[src/rtl/core/tile_slot_group_allocator_defines.svh]
// assertion helpers for the allocator rtl
`ifndef TILE_SLOT_GROUP_ALLOCATOR_DEFINES_SVH
`define TILE_SLOT_GROUP_ALLOCATOR_DEFINES_SVH

// clocked property, off while in reset
`define TSGA_ASSERT(label, prop, msg) \
    label: assert property (@(posedge clk) disable iff (!rst_n) prop) \
        else $error(msg);

// condition that must never be seen
`define TSGA_NEVER(label, expr, msg) \
    `TSGA_ASSERT(label, !(expr), msg)

`endif

[src/rtl/core/tsga_pkg.sv]
package tsga_pkg;

    localparam int GROUPS_DEF    = 64;
    localparam int MAX_SLOTS_DEF = 256;

    localparam int CFG_W       = 9;
    localparam int CMD_W       = 2;
    localparam int ID_W        = 25;
    localparam int GF_W        = 16;
    localparam int SF_W        = 9;
    localparam int SLOT_W      = 8;
    localparam int CNT_W       = 9;
    localparam int STATUS_W    = 2;
    localparam int CHUNK_W     = 8;
    localparam int CHUNK_OFF_W = 3;

    localparam logic [CFG_W-1:0] SLOTS_RESET = 9'd16;

    typedef enum logic [CMD_W-1:0] {
        CMD_ALLOC     = 2'd0,
        CMD_FREE      = 2'd1,
        CMD_RCL_EMPTY = 2'd2,
        CMD_RCL_ALL   = 2'd3
    } cmd_t;

    typedef enum logic [STATUS_W-1:0] {
        ST_OK   = 2'd0,
        ST_FULL = 2'd1,
        ST_BAD  = 2'd2
    } status_t;

    typedef struct packed {
        logic                   hit_free;
        logic [CHUNK_OFF_W-1:0] free_off;
        logic                   any_absent;
        logic [CHUNK_OFF_W-1:0] absent_off;
    } scan_res_t;

    function automatic int idx_w(input int depth);
        return (depth > 1) ? $clog2(depth) : 1;
    endfunction

endpackage

[src/rtl/core/tsga_scan.sv]
module tsga_scan
    import tsga_pkg::*;
#(
    parameter int GROUPS = GROUPS_DEF,
    localparam int NCHUNK = (GROUPS + CHUNK_W - 1) / CHUNK_W,
    localparam int CIDX_W = idx_w(NCHUNK)
)
(
    input  logic [GROUPS-1:0] present,
    input  logic [GROUPS-1:0] has_free,
    input  logic [CIDX_W-1:0] chunk,
    output scan_res_t         res
);

    localparam int PAD_W = NCHUNK * CHUNK_W;

    logic [PAD_W-1:0]   pres_pad;
    logic [PAD_W-1:0]   free_pad;
    logic [CHUNK_W-1:0] pres_c;
    logic [CHUNK_W-1:0] free_c;

    // pad groups read as present with nothing free
    always_comb
    begin
        pres_pad = '1;
        free_pad = '0;
        pres_pad[GROUPS-1:0] = present;
        free_pad[GROUPS-1:0] = has_free;
    end

    assign pres_c = pres_pad[{chunk, {CHUNK_OFF_W{1'b0}}} +: CHUNK_W];
    assign free_c = free_pad[{chunk, {CHUNK_OFF_W{1'b0}}} +: CHUNK_W];

    always_comb
    begin
        res = '0;
        for (int i = 0; i < CHUNK_W; i++)
        begin
            if (free_c[i])
            begin
                res.hit_free = 1'b1;
                res.free_off = CHUNK_OFF_W'(i);
            end
        end
        for (int i = CHUNK_W - 1; i >= 0; i--)
        begin
            if (!pres_c[i])
            begin
                res.any_absent = 1'b1;
                res.absent_off = CHUNK_OFF_W'(i);
            end
        end
    end

endmodule

[config.mk]
export PLATFORM = sky130hd
export DESIGN_NAME = tsga_scan
export DESIGN_NICKNAME = d
export VERILOG_FILES = /design/src/rtl/core/tile_slot_group_allocator_defines.svh /design/src/rtl/core/tsga_pkg.sv /design/src/rtl/core/tsga_scan.sv
export SDC_FILE = /design/constraint.sdc
export NUM_CORES = 1
export LEC_CHECK = 0
export ABC_AREA = 1
export BUFFER_PORTS_ARGS = -buffer_cell sky130_fd_sc_hd__buf_2
export CORE_ASPECT_RATIO = 1.5
export CORE_MARGIN = 2
export CORE_UTILIZATION = 41
export DETAILED_ROUTE_END_ITERATION = 16
export GPL_ROUTABILITY_DRIVEN = 0
export PLACE_DENSITY = 0.91
export SLEW_MARGIN = 30
export SYNTH_ARGS = -nofsm -noshare
export SYNTH_HDL_FRONTEND = slang
export SYNTH_SLANG_ARGS = --single-unit
export TNS_END_PERCENT = 100
[constraint.sdc]
create_clock -name vclk -period 2.6
set_input_delay 0.13 -clock vclk [all_inputs]
set_output_delay 0.13 -clock vclk [all_outputs]
set_load 0.005 [all_outputs]
==> impl_metrics.json <==
{
  "syn_area_mm2": 0.00138,
  "area_delta_synth_final_pct": 45.8,
  "yosys_warnings": 0,
  "grt_pass1_wl_mm": 7.67,
  "seqPwrFrac_pct": 0,
  "diodes": 0,
  "die_h_um": 75.0,
  "post_cts_resized": 0,
  "timing.critical_path.slowest_cell_delay_ns": 0.47,
  "use_met3_pct": 3.37,
  "post-route-util_pct": 62.9,
  "cp.required_ns": 2.47,
  "nFlopsAndLatches": 0,
  "leakage_nw": 1.19,
  "postRouteAntennaNets": 0,
  "syn_inst": 301,
  "comb_power_share_pct": 100.0,
  "fin_crit_sh_pct": 69.1,
  "max_freq_mhz": 556,
  "drive_above_1_share_pct": 35.2,
  "route.vias.total": 2309,
  "worstHoldPathType": "in2out",
  "rsz0062_at_grt": "false",
  "min_period_ns": 1.80,
  "tightest_slew_ns": 0.624,
  "p_sw_share_pct": 53.2,
  "ys_seq_area_share_pct": 0,
  "irDropWorstVdd_v": 0.000120,
  "grtUsageMet2_pct": 52.1,
  "layout.area.seq_um2": 0,
  "grt_busiest_layer": "met2",
  "max_cap_violations": 0,
  "final_cell_area_mm2": 0.00201,
  "port_buffers": 139,
  "path_cells": "buf_2 > buf_4 > nor2_1 > nor2_1 > o21ai_1 > o21ai_1 > nand2_1 > nand2_2 > nand2_1 > nor2_2 > nand4_1 > buf_2",
  "met1_usage_pct": 24.7,
  "setup_viol": 0,
  "wl_mm": 5.05,
  "critPathCaptureType": "primary output",
  "syn_avg_cell_area_um2": 4.58,
  "track_usage_pct": 24.4,
  "die_x_um": 51.3,
  "nets": 554,
  "n_clock_buffer": 0,
  "antenna_found_initial": 0,
  "postCtsSetupBuffers": 0,
  "power.clock.fraction_pct": 0,
  "die-area_mm2": 0.00385,
  "crit_arrival_ns": 1.67,
  "finalSetupTns_ns": 0,
  "initial_utilization_pct": 43.2,
  "grt_pass1_vias": 1976,
  "rows": 25,
  "ioPinCount": 139,
  "synth_cell_types": 22,
  "synth_fp_nets": 432,
  "cts-hold-fix-buffers": 0,
  "switchingPower_mw": 0.174,
  "status": "finished, final reports clean",
  "dpl_cell_area_mm2": 0.00201,
  "drt_iter0_markers": 60,
  "p_per_area_mw_per_mm2": 163,
  "worst-path-max-fanout": 64,
  "cp-start-kind": "input pin",
  "hold_viol_final": 0,
  "place_ws_ns": 0.827,
  "viasPerCell": 5.01,
  "drc_errors": 0,
  "slew_headroom_pct": 58.4,
  "wl_per_cell_um": 11.0,
  "core_mm2": 0.00319,
  "dr.pass1.iters": 4,
  "grt_max_degree": 65,
  "fin_ws_ns": 0.802,
  "overflow": 0,
  "slew_violations": 0,
  "path_class": "in2out",
  "intPower_mw": 0.153,
  "post-dp-hpwl_mm": 3.94,
  "slowest_stage": "buf_4"
}
-- per-stage QoR --
step | hold slack (ns) | std cells | total power [mW]
finish | 0.802 | 461 | 0.327
global route | 0.867 | 461 | 0.373
CTS | 0.806 | 461 | 0.326
detailed placement | 0.804 | 461 | 0.325
global placement | 0.801 | 461 | 0.319
floorplan | 0.566 | 301 | 0.200
-- path summary, 6_finish.rpt --
| check | to | from | slack [ns] | depth (start not counted) |
|---|---|---|---|---|
| max | res[3] | chunk[0] | 0.80 | 12 |
| min | res[7] | has_free[32] | 0.80 | 8 |
-- kinds of logic after synthesis --
logic type      share of synthesized area, %
simple gates                            48.8
buf+inv                                 19.7
compound gates                          31.5
-- critical path, delay by kind of cell --
kind,cells,cell delay (ns)
simple gates,7,0.66
buf+inv,3,0.70
compound gates,2,0.16
-- final cells by class --
cell class | instances | area [um^2]
repair buffers | 142 | 731
multi-input cells | 248 | 1110
inverters | 31 | 121
fillers | 339 | 1180
well taps | 40 | 50.0
-- power by group through the flow --
stage | clock network, mW | logic (mW) | registers [mW]
CTS | 0 | 0.326 | 0
finish | 0 | 0.327 | 0
global placement | 0 | 0.319 | 0
global route | 0 | 0.373 | 0
detailed placement | 0 | 0.325 | 0
floorplan | 0 | 0.200 | 0
-- synthesized netlist by cell type (3+ instances only) --
master | number | share of area [%]
a21oi_1 | 4 | 1.5
buf_2 | 11 | 4.0
buf_4 | 4 | 2.2
buf_6 | 5 | 4.1
inv_1 | 29 | 7.9
nand2_1 | 83 | 23
nand3_1 | 22 | 8.0
nor2_1 | 59 | 16
o211ai_1 | 3 | 1.6
o21ai_0 | 41 | 15
o21ai_1 | 13 | 4.7
o22ai_1 | 17 | 7.7
-- metal layers --
layer,vias up,part of all wire (%)
met5,-,0
li1,1217,-
met1,967,39
met2,121,50
met4,0,0.89
met3,4,9.9
-- layout by cell type, fill, tap and decap left out --
cell type and n:
nor3_2 1, buf_2 139, o22ai_1 17, nand2_1 83, nand2_2 1, buf_12 1, inv_2 1, a21oi_1 4
o21ai_0 41, o211ai_1 3, nor2_2 1, clkinv_4 1, nand3_1 22, buf_4 2, inv_1 29, nand4_1 1
o21ai_2 1, nor2_1 59, a31oi_1 1, o21ai_1 13
Power figures use the tool's default switching activity.
